File: src/rtl/assert_macros.svh
// Assertion macros for the RTL files.
`ifndef ASSERT_MACROS_SVH
`define ASSERT_MACROS_SVH
`ifndef SYNTHESIS
`define ASSERT_ALWAYS(label, clk, rst, cond) \
  label: assert property (@(posedge clk) disable iff (rst) (cond)) \
    else $error("invariant violated");
`define ASSERT_NEXT(label, clk, rst, ante, cons) \
  label: assert property (@(posedge clk) disable iff (rst) (ante) |=> (cons)) \
    else $error("next-cycle check violated");
`else
`define ASSERT_ALWAYS(label, clk, rst, cond)
`define ASSERT_NEXT(label, clk, rst, ante, cons)
`endif
`endif

File: src/rtl/rrs_pkg.sv
// Types and constants for the round-robin schedule simulator.
`default_nettype none
package rrs_pkg;
  localparam int FIELD_W    = 16;  // arrival/burst port width
  localparam int QUANT_W    = 16;  // time quantum register width
  localparam int OUT_W      = 21;  // result time fields
  localparam int IDX_OUT_W  = 4;   // result job index
  localparam int RESULT_CAP = 16;  // results per set at most

  localparam logic [QUANT_W-1:0] QUANTUM_RESET = 16'd2;

  typedef enum logic [2:0] {
    ST_LOAD,
    ST_SW_RD,
    ST_SW_EX,
    ST_OUT_RD,
    ST_OUT_EX
  } state_t;
endpackage
`default_nettype wire

File: src/rtl/rrs_ifs.sv
// Valid/ready channel interfaces for job requests and results.
`default_nettype none
interface rrs_job_if;
  logic                        valid;
  logic                        ready;
  logic [rrs_pkg::FIELD_W-1:0] arrival_time;
  logic [rrs_pkg::FIELD_W-1:0] burst_time;
  logic                        last_job;

  modport source(output valid, arrival_time, burst_time, last_job, input ready);
  modport sink(input valid, arrival_time, burst_time, last_job, output ready);
endinterface

interface rrs_result_if;
  logic                          valid;
  logic                          ready;
  logic [rrs_pkg::IDX_OUT_W-1:0] job_index;
  logic [rrs_pkg::OUT_W-1:0]     completion_time;
  logic [rrs_pkg::OUT_W-1:0]     turnaround_time;
  logic [rrs_pkg::OUT_W-1:0]     waiting_time;
  logic                          last_result;

  modport source(output valid, job_index, completion_time, turnaround_time,
                 waiting_time, last_result, input ready);
  modport sink(input valid, job_index, completion_time, turnaround_time,
               waiting_time, last_result, output ready);
endinterface
`default_nettype wire

File: src/rtl/round_robin_schedule_sim_unit.sv
// Round-robin scheduling simulator: job store, sweep engine and result stage.
`default_nettype none
`include "assert_macros.svh"
// Job requests load at one per cycle into two single-port job memories
// (arrival/burst and remaining/completion). The request with last_job set
// stops input and starts the simulation: each visit of a job in a sweep is a
// synchronous read, then update and write-back; a sweep that finds no ready
// job jumps the clock straight to the earliest pending arrival. Results then
// leave in load order (read, then compute into the output register), held
// while the sink stalls. Input is ready again when the last result of the
// set is loaded into the output register; jobs beyond MAX_PROCESSES are
// dropped, and at most sixteen results are returned per set. A time quantum of
// zero acts as one.
module round_robin_schedule_sim_unit #(
  parameter int MAX_PROCESSES = 16,
  parameter int TIME_BITS     = 16
) (
  input  wire logic                         clk,
  input  wire logic                         rst,
  input  wire logic                         cfg_wr_en,
  input  wire logic [rrs_pkg::QUANT_W-1:0]  cfg_wr_data,
  rrs_job_if.sink                           job,
  rrs_result_if.source                      result
);

  localparam int IW   = (MAX_PROCESSES > 1) ? $clog2(MAX_PROCESSES) : 1;
  localparam int CW   = $clog2(MAX_PROCESSES + 1);
  localparam int CLK  = TIME_BITS + $clog2(MAX_PROCESSES + 1);
  localparam int RW   = (TIME_BITS > rrs_pkg::QUANT_W) ? TIME_BITS : rrs_pkg::QUANT_W;
  localparam int WIDE = (CLK > rrs_pkg::OUT_W) ? CLK : rrs_pkg::OUT_W;
  localparam int AW   = 2 * TIME_BITS;
  localparam int BW   = TIME_BITS + CLK;

  rrs_pkg::state_t state, state_next;

  logic [rrs_pkg::QUANT_W-1:0] time_quantum;
  logic [CW-1:0]               job_count;
  logic [CW-1:0]               done_count;
  logic [CLK-1:0]              sim_clock;
  logic [IW-1:0]               idx;
  logic                        found;
  logic [TIME_BITS-1:0]        min_arr;

  // job memories
  logic [AW-1:0] mem_a [MAX_PROCESSES];
  logic [BW-1:0] mem_b [MAX_PROCESSES];
  logic [AW-1:0] a_rd;
  logic [BW-1:0] b_rd;
  logic          rd_en;
  logic          a_we;
  logic          b_we;
  logic [IW-1:0] wr_addr;
  logic [BW-1:0] b_wd;

  // control strobes
  logic load_fire;
  logic store_we;
  logic res_load;

  // load path
  logic [TIME_BITS-1:0] arr_in;
  logic [TIME_BITS-1:0] bur_in;
  logic [CW-1:0]        count_ld;
  logic [CW-1:0]        done_ld;

  // sweep path
  logic [TIME_BITS-1:0]        rd_arr;
  logic [TIME_BITS-1:0]        rd_bur;
  logic [TIME_BITS-1:0]        rd_rem;
  logic [CLK-1:0]              rd_comp;
  logic [rrs_pkg::QUANT_W-1:0] q_eff;
  logic                        pend;
  logic                        run_now;
  logic [RW-1:0]               run_len;
  logic [TIME_BITS-1:0]        rem_new;
  logic [CLK-1:0]              clock_sw;
  logic [CW-1:0]               done_sw;
  logic [TIME_BITS-1:0]        min_next;
  logic                        found_any;
  logic                        sweep_last;

  // result path
  logic                 out_last;
  logic [CLK-1:0]       ct_clk;
  logic [CLK-1:0]       tat_clk;
  logic [CLK-1:0]       wt_clk;
  logic [WIDE-1:0]      ct_w;
  logic [WIDE-1:0]      tat_w;
  logic [WIDE-1:0]      wt_w;

  logic                               res_valid;
  logic [rrs_pkg::IDX_OUT_W-1:0]      res_idx;
  logic [rrs_pkg::OUT_W-1:0]          res_ct;
  logic [rrs_pkg::OUT_W-1:0]          res_tat;
  logic [rrs_pkg::OUT_W-1:0]          res_wt;
  logic                               res_last;

  // ---------------- memories ----------------
  always_ff @(posedge clk) begin
    if (a_we) begin
      mem_a[wr_addr] <= {arr_in, bur_in};
    end
    if (b_we) begin
      mem_b[wr_addr] <= b_wd;
    end
    if (rd_en) begin
      a_rd <= mem_a[idx];
      b_rd <= mem_b[idx];
    end
  end

  // ---------------- datapath ----------------
  always_comb begin
    arr_in   = TIME_BITS'(job.arrival_time);
    bur_in   = TIME_BITS'(job.burst_time);
    count_ld = store_we ? job_count + CW'(1) : job_count;
    done_ld  = (store_we && bur_in == '0) ? done_count + CW'(1) : done_count;

    rd_arr  = a_rd[AW-1:TIME_BITS];
    rd_bur  = a_rd[TIME_BITS-1:0];
    rd_rem  = b_rd[BW-1:CLK];
    rd_comp = b_rd[CLK-1:0];

    q_eff   = (time_quantum == '0) ? rrs_pkg::QUANT_W'(1) : time_quantum;
    pend    = (rd_rem != '0);
    run_now = pend && (CLK'(rd_arr) <= sim_clock);
    run_len = (RW'(rd_rem) > RW'(q_eff)) ? RW'(q_eff) : RW'(rd_rem);
    rem_new = TIME_BITS'(RW'(rd_rem) - run_len);
    clock_sw = run_now ? sim_clock + CLK'(run_len) : sim_clock;
    done_sw  = (run_now && rem_new == '0) ? done_count + CW'(1) : done_count;
    min_next = (pend && rd_arr < min_arr) ? rd_arr : min_arr;
    found_any  = found || run_now;
    sweep_last = (32'(idx) == 32'(job_count) - 1);

    out_last = (32'(idx) == 32'(job_count) - 1) || (32'(idx) == rrs_pkg::RESULT_CAP - 1);
    // a zero burst finishes on arrival and never touches the completion entry
    ct_clk  = (rd_bur == '0) ? CLK'(rd_arr) : rd_comp;
    tat_clk = (rd_bur == '0) ? '0 : ct_clk - CLK'(rd_arr);
    wt_clk  = tat_clk - CLK'(rd_bur);
    ct_w    = WIDE'(ct_clk);
    tat_w   = WIDE'(tat_clk);
    wt_w    = WIDE'(wt_clk);
  end

  // ---------------- control outputs ----------------
  always_comb begin
    job.ready = (state == rrs_pkg::ST_LOAD);
    load_fire = job.valid && (state == rrs_pkg::ST_LOAD);
    store_we  = load_fire && (job_count != CW'(MAX_PROCESSES));
    rd_en     = (state == rrs_pkg::ST_SW_RD) || (state == rrs_pkg::ST_OUT_RD);
    res_load  = (state == rrs_pkg::ST_OUT_EX) && (!res_valid || result.ready);
    a_we      = store_we;
    b_we      = store_we || ((state == rrs_pkg::ST_SW_EX) && run_now);
    wr_addr   = (state == rrs_pkg::ST_LOAD) ? job_count[IW-1:0] : idx;
    b_wd      = (state == rrs_pkg::ST_LOAD) ? {bur_in, CLK'(0)} : {rem_new, clock_sw};
  end

  // ---------------- next state ----------------
  always_comb begin
    state_next = state;
    case (state)
      rrs_pkg::ST_LOAD: begin
        if (load_fire && job.last_job) begin
          state_next = (done_ld == count_ld) ? rrs_pkg::ST_OUT_RD : rrs_pkg::ST_SW_RD;
        end
      end
      rrs_pkg::ST_SW_RD: begin
        state_next = rrs_pkg::ST_SW_EX;
      end
      rrs_pkg::ST_SW_EX: begin
        if (sweep_last && done_sw == job_count) begin
          state_next = rrs_pkg::ST_OUT_RD;
        end else begin
          state_next = rrs_pkg::ST_SW_RD;
        end
      end
      rrs_pkg::ST_OUT_RD: begin
        state_next = rrs_pkg::ST_OUT_EX;
      end
      rrs_pkg::ST_OUT_EX: begin
        if (res_load) begin
          state_next = out_last ? rrs_pkg::ST_LOAD : rrs_pkg::ST_OUT_RD;
        end
      end
      default: begin
        state_next = rrs_pkg::ST_LOAD;
      end
    endcase
  end

  // ---------------- registers ----------------
  always_ff @(posedge clk) begin
    if (rst) begin
      state        <= rrs_pkg::ST_LOAD;
      time_quantum <= rrs_pkg::QUANTUM_RESET;
      job_count    <= '0;
      done_count   <= '0;
      sim_clock    <= '0;
      idx          <= '0;
      found        <= 1'b0;
      min_arr      <= '1;
      res_valid    <= 1'b0;
    end else begin
      state <= state_next;
      if (cfg_wr_en) begin
        time_quantum <= cfg_wr_data;
      end
      if (load_fire) begin
        job_count <= count_ld;
        done_count <= done_ld;
        idx       <= '0;
        found     <= 1'b0;
        min_arr   <= '1;
      end
      if (state == rrs_pkg::ST_SW_EX) begin
        done_count <= done_sw;
        // idle sweep: every pending job arrives later, skip to the earliest
        if (sweep_last && !found_any && done_sw != job_count) begin
          sim_clock <= CLK'(min_next);
        end else begin
          sim_clock <= clock_sw;
        end
        if (sweep_last) begin
          idx     <= '0;
          found   <= 1'b0;
          min_arr <= '1;
        end else begin
          idx     <= idx + IW'(1);
          found   <= found_any;
          min_arr <= min_next;
        end
      end
      if (res_load) begin
        if (out_last) begin
          job_count  <= '0;
          done_count <= '0;
          sim_clock  <= '0;
          idx        <= '0;
        end else begin
          idx <= idx + IW'(1);
        end
      end
      if (res_load) begin
        res_valid <= 1'b1;
      end else if (result.ready) begin
        res_valid <= 1'b0;
      end
    end
  end

  always_ff @(posedge clk) begin
    if (res_load) begin
      res_idx  <= rrs_pkg::IDX_OUT_W'(idx);
      res_ct   <= ct_w[rrs_pkg::OUT_W-1:0];
      res_tat  <= tat_w[rrs_pkg::OUT_W-1:0];
      res_wt   <= wt_w[rrs_pkg::OUT_W-1:0];
      res_last <= out_last;
    end
  end

  assign result.valid           = res_valid;
  assign result.job_index       = res_idx;
  assign result.completion_time = res_ct;
  assign result.turnaround_time = res_tat;
  assign result.waiting_time    = res_wt;
  assign result.last_result     = res_last;

  // ---------------- assertions ----------------
  `ASSERT_ALWAYS(a_done_le_count, clk, rst, done_count <= job_count)
  `ASSERT_ALWAYS(a_sim_has_jobs, clk, rst, (state == rrs_pkg::ST_LOAD) || (job_count != '0))
  `ASSERT_NEXT(a_clock_monotonic, clk, rst, state == rrs_pkg::ST_SW_EX, sim_clock >= $past(sim_clock))

endmodule
`default_nettype wire

File: src/flat_wrapper.sv
// flat-port wrapper written by rule: the top's interface ports become plain ports
module round_robin_schedule_sim_unit_flat 
#(
  parameter int MAX_PROCESSES = 16,
  parameter int TIME_BITS     = 16
)
  (clk, rst, cfg_wr_en, cfg_wr_data, job_valid, job_arrival_time, job_burst_time, job_last_job, job_ready, result_valid, result_job_index, result_completion_time, result_turnaround_time, result_waiting_time, result_last_result, result_ready);
  rrs_job_if job_i ();
  rrs_result_if result_i ();
  input  wire logic clk;
  input  wire logic rst;
  input  wire logic cfg_wr_en;
  input  wire logic [rrs_pkg::QUANT_W-1:0] cfg_wr_data;
  input wire logic [$bits(job_i.valid)-1:0] job_valid;
  input wire logic [$bits(job_i.arrival_time)-1:0] job_arrival_time;
  input wire logic [$bits(job_i.burst_time)-1:0] job_burst_time;
  input wire logic [$bits(job_i.last_job)-1:0] job_last_job;
  output wire logic [$bits(job_i.ready)-1:0] job_ready;
  output wire logic [$bits(result_i.valid)-1:0] result_valid;
  output wire logic [$bits(result_i.job_index)-1:0] result_job_index;
  output wire logic [$bits(result_i.completion_time)-1:0] result_completion_time;
  output wire logic [$bits(result_i.turnaround_time)-1:0] result_turnaround_time;
  output wire logic [$bits(result_i.waiting_time)-1:0] result_waiting_time;
  output wire logic [$bits(result_i.last_result)-1:0] result_last_result;
  input wire logic [$bits(result_i.ready)-1:0] result_ready;
  assign job_i.valid = job_valid;
  assign job_i.arrival_time = job_arrival_time;
  assign job_i.burst_time = job_burst_time;
  assign job_i.last_job = job_last_job;
  assign job_ready = job_i.ready;
  assign result_valid = result_i.valid;
  assign result_job_index = result_i.job_index;
  assign result_completion_time = result_i.completion_time;
  assign result_turnaround_time = result_i.turnaround_time;
  assign result_waiting_time = result_i.waiting_time;
  assign result_last_result = result_i.last_result;
  assign result_i.ready = result_ready;
  round_robin_schedule_sim_unit #(.MAX_PROCESSES(MAX_PROCESSES), .TIME_BITS(TIME_BITS)) u_core (.clk(clk), .rst(rst), .cfg_wr_en(cfg_wr_en), .cfg_wr_data(cfg_wr_data), .job(job_i), .result(result_i));
endmodule
File: config.mk
export PLATFORM = sky130hd
export DESIGN_NAME = round_robin_schedule_sim_unit_flat
export DESIGN_NICKNAME = d
export VERILOG_FILES = /design/src/rtl/rrs_pkg.sv /design/src/rtl/rrs_ifs.sv /design/src/rtl/round_robin_schedule_sim_unit.sv /design/src/flat_wrapper.sv
export VERILOG_INCLUDE_DIRS = /design/src /design/src/rtl
export SDC_FILE = /design/constraint.sdc
export NUM_CORES = 2
export LEC_CHECK = 0
export BUFFER_PORTS_ARGS = -buffer_cell sky130_fd_sc_hd__buf_4
export CAP_MARGIN = 30
export CORE_MARGIN = 4
export CORE_UTILIZATION = 40
export DETAILED_ROUTE_END_ITERATION = 16
export PLACE_DENSITY_LB_ADDON = 0.1
export SLEW_MARGIN = 0
export SYNTH_ARGS = -nofsm -noshare
export SYNTH_HDL_FRONTEND = slang
export SYNTH_SLANG_ARGS = --single-unit
File: constraint.sdc
create_clock -name clk -period 10.2 [get_ports clk]
set_input_delay 1.02 -clock clk [delete_from_list [all_inputs] [get_ports clk]]
set_output_delay 1.02 -clock clk [all_outputs]
set_load 0.03 [all_outputs]
# --- Word level (Yosys, flattened, before mapping) ---
# Memories as Yosys holds them, arrays and structs flattened. A register that Yosys moved wholly into a read port is not among the register bits.
# Index checks and enable logic that the tools add are counted.
# Widths: inputs -> output; s select.
word_totals:
  ram_bits: 1104
  n_memories: 2
  register_bits: 140
  word_cells: 113
  output_inout_bits: 70
mem_list:
  columns: ["name", "depth", "width", "rd", "rd_ports_with_merged_regs", "write_ports", "line", "text"]
  rows:
  - ["u_core.mem_b", 16, 37, 1, 1, 1, "round_robin_schedule_sim_unit.sv:46", "logic [BW-1:0] mem_b [MAX_PROCESSES];"]
  - ["u_core.mem_a", 16, 32, 1, 1, 1, "round_robin_schedule_sim_unit.sv:45", "logic [AW-1:0] mem_a [MAX_PROCESSES];"]
op_classes:
  add_sub_neg: 8
  magnitude_cmp: 3
  n_eq_ne: 12
  muxes: 45
  n_reduce_logical: 29
op_table:
  columns: ["operator", "n"]
  rows:
  - ["$mux 21", 7]
  - ["$mux 16", 6]
  - ["$logic_not 16->1", 4]
  - ["$mux 5", 10]
  - ["$sub 21x16->21", 2]
  - ["$mux 37", 1]
  - ["$eq 4x32->1", 1]
  - ["$mux 4", 6]
  - ["$add 21x16->21", 1]
  - ["$le 16x21->1", 1]
  - ["$gt 16x16->1", 1]
  - ["$lt 16x16->1", 1]
  - ["$reduce_bool 16->1", 1]
  - ["$sub 16x16->16", 1]
  - ["$pmux 3 s5", 1]
  - ["$logic_and 1x1->1", 12]
  - ["$add 5x1->5 const B", 2]
  - ["$eq 5x5->1", 2]
  - ["$mux 1", 9]
  - ["$eq 3x2->1 const B", 2]
  - ["$mux 2", 3]
  - ["$mux 3", 2]
  - ["$sub 5x1->6 const B", 1]
  - ["$logic_or 1x1->1", 5]
  - ["12 further kinds", 15]

# --- Logic depth before layout (Yosys ltp) ---
depth:
  ltp_word: 14
  depth_mapped: 25
  mapped_depth_nobuf: 23

# --- Worst setup path before layout ---
# OpenSTA, ideal clock, no wires.
synth_path:
  path_type: "input to register"
  start: "input port result_ready"
  end: "register u_core.sim_clock[5]"
  slack_ns: 4.544
  path_stages: 7
  t_required_ns: 10.067
  t_arrival_ns: 5.523
  path_cell_list: "nor2b_1 nor2_1 a21oi_1 nand2_1 clkbuf_1 a2111o_1 o311ai_1"
synth_via:
  elab_chain_len: 3
synth_rtl:
  columns: ["element", "line", "text"]
  rows:
  - ["from (decl)", "flat_wrapper.sv:25", "input wire logic [$bits(result_i.ready)-1:0] result_ready;"]
  - ["$logic_or 1x1->1", "round_robin_schedule_sim_unit.sv:151", "res_load = (state == rrs_pkg::ST_OUT_EX) && (!res_valid || result.ready);"]
  - ["$logic_and 1x1->1", "round_robin_schedule_sim_unit.sv:151", null]
  - ["named net u_core.res_load", "round_robin_schedule_sim_unit.sv:58", "logic res_load;"]
  - ["$mux 21", "round_robin_schedule_sim_unit.sv:233", "if (res_load) begin"]
  - ["to (signal assigned)", "round_robin_schedule_sim_unit.sv:219", "sim_clock <= CLK'(min_next);"]
  - ["to (signal assigned)", "round_robin_schedule_sim_unit.sv:221", "sim_clock <= clock_sw;"]
  - ["to (decl)", "round_robin_schedule_sim_unit.sv:39", "logic [CLK-1:0] sim_clock;"]
# The timed path passes the listed nets, and every way through them passes these cells.
# A chain may end at the register's enable or synchronous reset.

# --- Final worst setup path ---
layout_path:
  start: "register u_core.b_rd[30], read port of u_core.mem_b"
  end: "memory u_core.mem_b[4][20] in the netlist's numbering (data pin)"
layout_via:
  elab_chain_len: 5
  elab_cells_between_ends: 7
  cone_classes: "add/sub (1); order compare (1); mux (3); reduce/logical (2)"
layout_rtl:
  columns: ["element", "line", "text"]
  rows:
  - ["from (decl)", "round_robin_schedule_sim_unit.sv:48", "logic [BW-1:0] b_rd;"]
  - ["$gt 16x16->1", "round_robin_schedule_sim_unit.sv:127", "run_len = (RW'(rd_rem) > RW'(q_eff)) ? RW'(q_eff) : RW'(rd_rem);"]
  - ["$mux 16", "round_robin_schedule_sim_unit.sv:127", null]
  - ["$add 21x16->21", "round_robin_schedule_sim_unit.sv:129", "clock_sw = run_now ? sim_clock + CLK'(run_len) : sim_clock;"]
  - ["$mux 21 *", "round_robin_schedule_sim_unit.sv:129", null]
  - ["$mux 37 *", "round_robin_schedule_sim_unit.sv:155", "b_wd = (state == rrs_pkg::ST_LOAD) ? {bur_in, CLK'(0)} : {rem_new, clock_sw};"]
  - ["named net u_core.b_wd[20]", "round_robin_schedule_sim_unit.sv:53", "logic [BW-1:0] b_wd;"]
  - ["to (decl)", "round_robin_schedule_sim_unit.sv:46", null]
# The timed path passes the listed nets; every way through them passes the cells marked *.

==> metrics.md <==
| Metric | Value |
|---|---|
| Share of cells above drive strength 1 | 23.8% |
| Power density over the cells | 219 nW/um^2 |
| FP Rows | 135 |
| Setup CP Type | flop to flop |
| Gr usage total | 20.8% |
| #FFs+latches synth | 1313 |
| Library cells used by synthesis | 83 |
| Fillers | 11521 |
| Clk_lat worst skew | 780 ps |
| Largest net degree at the start of global routing | 92 |
| # hold bufs at CTS | 0 |
| Synth warnings | 0 |
| Vias | 29205 |
| Setup violators final | 0 |
| Register area share after synthesis | 70.6% |
| Slew margin rel. | 20.9% |
| Unrepaired setup endpoints after global routing | no |
| Placer Congestion | 0.854 |
| CORE AREA | 136000 sq um |
| Final antenna-violating net count | 0 |
| Die width | 378 microns |
| Outcome | complete, no violations |
| DR vias/cell | 5.72 |
| Crit path time final | 6660 ps |
| Post-route clock period utilization | 65.3% |
| H-tree levels | 4 |
| WP data required | 10630 ps |
| Setup Buffers After CTS | 0 |
| Num CTS Buffers | 139 |
| Die ar. | 143000 sq um |
| Startpoint types | flop |
| CTS tree | yes |
| Post-CTS sizing | 0 |
| HPWL after DPL | 86200 microns |
| Area of the multi-input gates | 15400 sq um |
| Worst min-delay path category | flop to flop |
| Clock Tree Root | clkbuf_16 |
| CP Capture Type | flop |
| Worst hold margin | 477 ps |
| TritonRoute pass-1 iters | 6 |
| Clock slew at reported path FFs | 60 ps |
| Max Fclk | 0.150 GHz |
| Global-route wire length before repair | 213000 microns |
| Max_cap viols | 0 |
| Setup TNS | 0 ps |
| Initial antenna violation count | 11 |
| Worst Tran Pin Value | 1190 ps |
| Syn nets | 3186 |
| Post-Syn Area | 54800 sq um |
| # IOs | 124 |
| Clock Skews | 32.2 ps |
| Pleak | 0.0206 uW |
| Vias in the first global route | 29981 |
| Worst vdd ir | 139 uV |
| FFs w/ async S/R, synth | 0% |
| Starting Density | 40.4% |
| GRT overflow | 0 |
| Critical path peak fanout | 32 |
| Longest Clk Path Bufs | 3 |
| Arr. time, crit path | 7090 ps |
| DRT iter0 DRCs | 2728 |
| Reg area | 38700 sq um |
| Die Span Y | 378 microns |
| Post-Syn Area per Cell | 18.2 sq um |
| Final Slew Violations | 0 |
| Hold Violations, Final | 0 |
| CTS Sinks | 1313 |
| Final Net Count | 3388 |
| Post-synth EDFFs | 1241 |
| Area growth syn-to-layout | 14.7% |
| Total wire length | 148000 microns |
| Wire per inst | 28.9 microns |
| Port bufs | 123 |
| Ys flop type | edfxtp_1 |
| DRC | 0 |
| Post-synthesis cell count | 3013 |
## cells by family (layout without fill, tap and decap cells)
group,Yosys count,after routing,share of synthesized area (%)
simple gates,516,516,4.53
fa+ha+maj,119,119,2.77
buf+inv,263,572,1.83
xor+xnor,85,85,1.36
mux,383,383,14.9
flops,1313,1313,70.6
compound gates,334,334,4.06
other cells,0,3,0
## placed cells by master, fill, tap and decap left out, drive strengths merged, types with 18 or more instances in the layout
master and instances:
mux2i 35, o21a 19, a21oi 68, xnor2 56
a31oi 18, buf 200, dfxtp 72, clkinv 55
or3 24, o21ai 82, clkbuf 184, xor2 29
nor4 23, nor3 25, ha 115, edfxtp 1241
nand2 118, inv 123, mux4 345, nand3 45
nor2 184, a21o 24
## power by group
group / total, uW / switching [uW] / internal, uW
clock network: 4870 / 2050 / 2830
registers: 6440 / 129 / 6320
logic: 2460 / 1490 / 978
## synth_stat cells (5+ instances only)
master,number,area share [%]
o21bai_1,5,0.068
a21o_1,24,0.33
edfxtp_1,1241,68
a211oi_1,10,0.14
a31oi_1,18,0.21
mux4_2,345,14
o31ai_1,7,0.096
a2111oi_0,5,0.080
buf_1,37,0.25
and2_1,13,0.15
o211ai_1,12,0.16
ha_1,115,2.6
and3_1,10,0.11
o22ai_1,17,0.19
nor4_1,23,0.26
and4_1,7,0.11
nand3_1,45,0.41
nand2b_1,12,0.14
nand4_1,9,0.10
xnor2_1,56,0.89
nor2_1,184,1.3
o21ai_0,79,0.72
or3_1,24,0.27
nand3b_1,6,0.082
inv_1,123,0.84
mux2i_1,35,0.64
or4_1,5,0.068
nor3b_1,9,0.12
a2111o_1,11,0.23
nor3_1,25,0.23
xor2_1,29,0.46
o21a_1,19,0.26
a21oi_1,68,0.62
nand2_1,118,0.81
clkbuf_1,96,0.66
dfxtp_1,72,2.6
a21boi_0,6,0.082
nor2b_1,11,0.13
o311ai_1,10,0.16
## through the flow
stage	total power (uW)	area [sq um]	cells	setup slack, ps	utilization (%)
2_1_floorplan	8160	54800	3013	4540	-
3_3_place_gp	8960	58200	4837	3960	42.9
3_5_place_dp	9030	58300	4845	3770	43.0
4_1_cts	13900	62700	5093	3690	46.2
5_1_grt	14400	62900	5103	3050	46.3
6_report	13800	62900	5106	3540	46.3
## worst max-delay path, stage by stage (launching register included)
cell and delay, ps:
edfxtp_1 430, ha_1 350, a21oi_1 190, nor2_1 60, a2111oi_0 430, o31ai_1 200
o21bai_2 810, nor2_1 110, a21oi_1 330, ha_1 240, inv_1 60, fa_1 420
nor2b_1 160, o31a_1 250, o211ai_1 150, a21boi_0 290, o21a_1 190, o41a_1 210
a41oi_1 260, or2_1 330, xor2_1 140, nor2_1 670
## final timing paths
| path | slack, ps | end | from | depth (start not counted) |
|---|---|---|---|---|
| setup / recovery | 3540 | u_core.mem_b[4][20] | u_core.b_rd[30] | 21 |
| hold / removal | 480 | u_core.found | u_core.found | 2 |
| setup reg to reg | 3540 | u_core.mem_b[4][20] | u_core.b_rd[30] | 21 |
| hold reg to reg | 480 | u_core.found | u_core.found | 2 |
## state kept, by name, summed over array words and instances (netlist names), 16 cells and up
register	flops
u_core.result.completion_time	21
u_core.mem_a	512
u_core.result.waiting_time	21
u_core.time_quantum	16
u_core.b_rd	37
u_core.sim_clock	21
u_core.a_rd	32
u_core.min_arr	16
u_core.result.turnaround_time	21
u_core.mem_b	592
## per-layer routing
metal	routed length [microns]	GRT usage (%)	vias up
met2	70500	33.4	882
li1	-	-	12574
met4	3050	5.28	6
met3	8410	3.63	191
met5	41	0	-
met1	65600	29.5	15552
## area by class of cell
cell class | count | share of cell area (%)
Antenna cell | 3 | 0.0119
Clock buffer | 184 | 6.12
Clock inverter | 64 | 0.838
Inverter | 124 | 0.740
Multi-Input combinational cell | 1437 | 24.5
Sequential cell | 1313 | 61.6
Tap cell | 1781 | 3.54
Timing Repair Buffer | 200 | 2.62
Note: power is estimated with default switching activity, not from simulation.
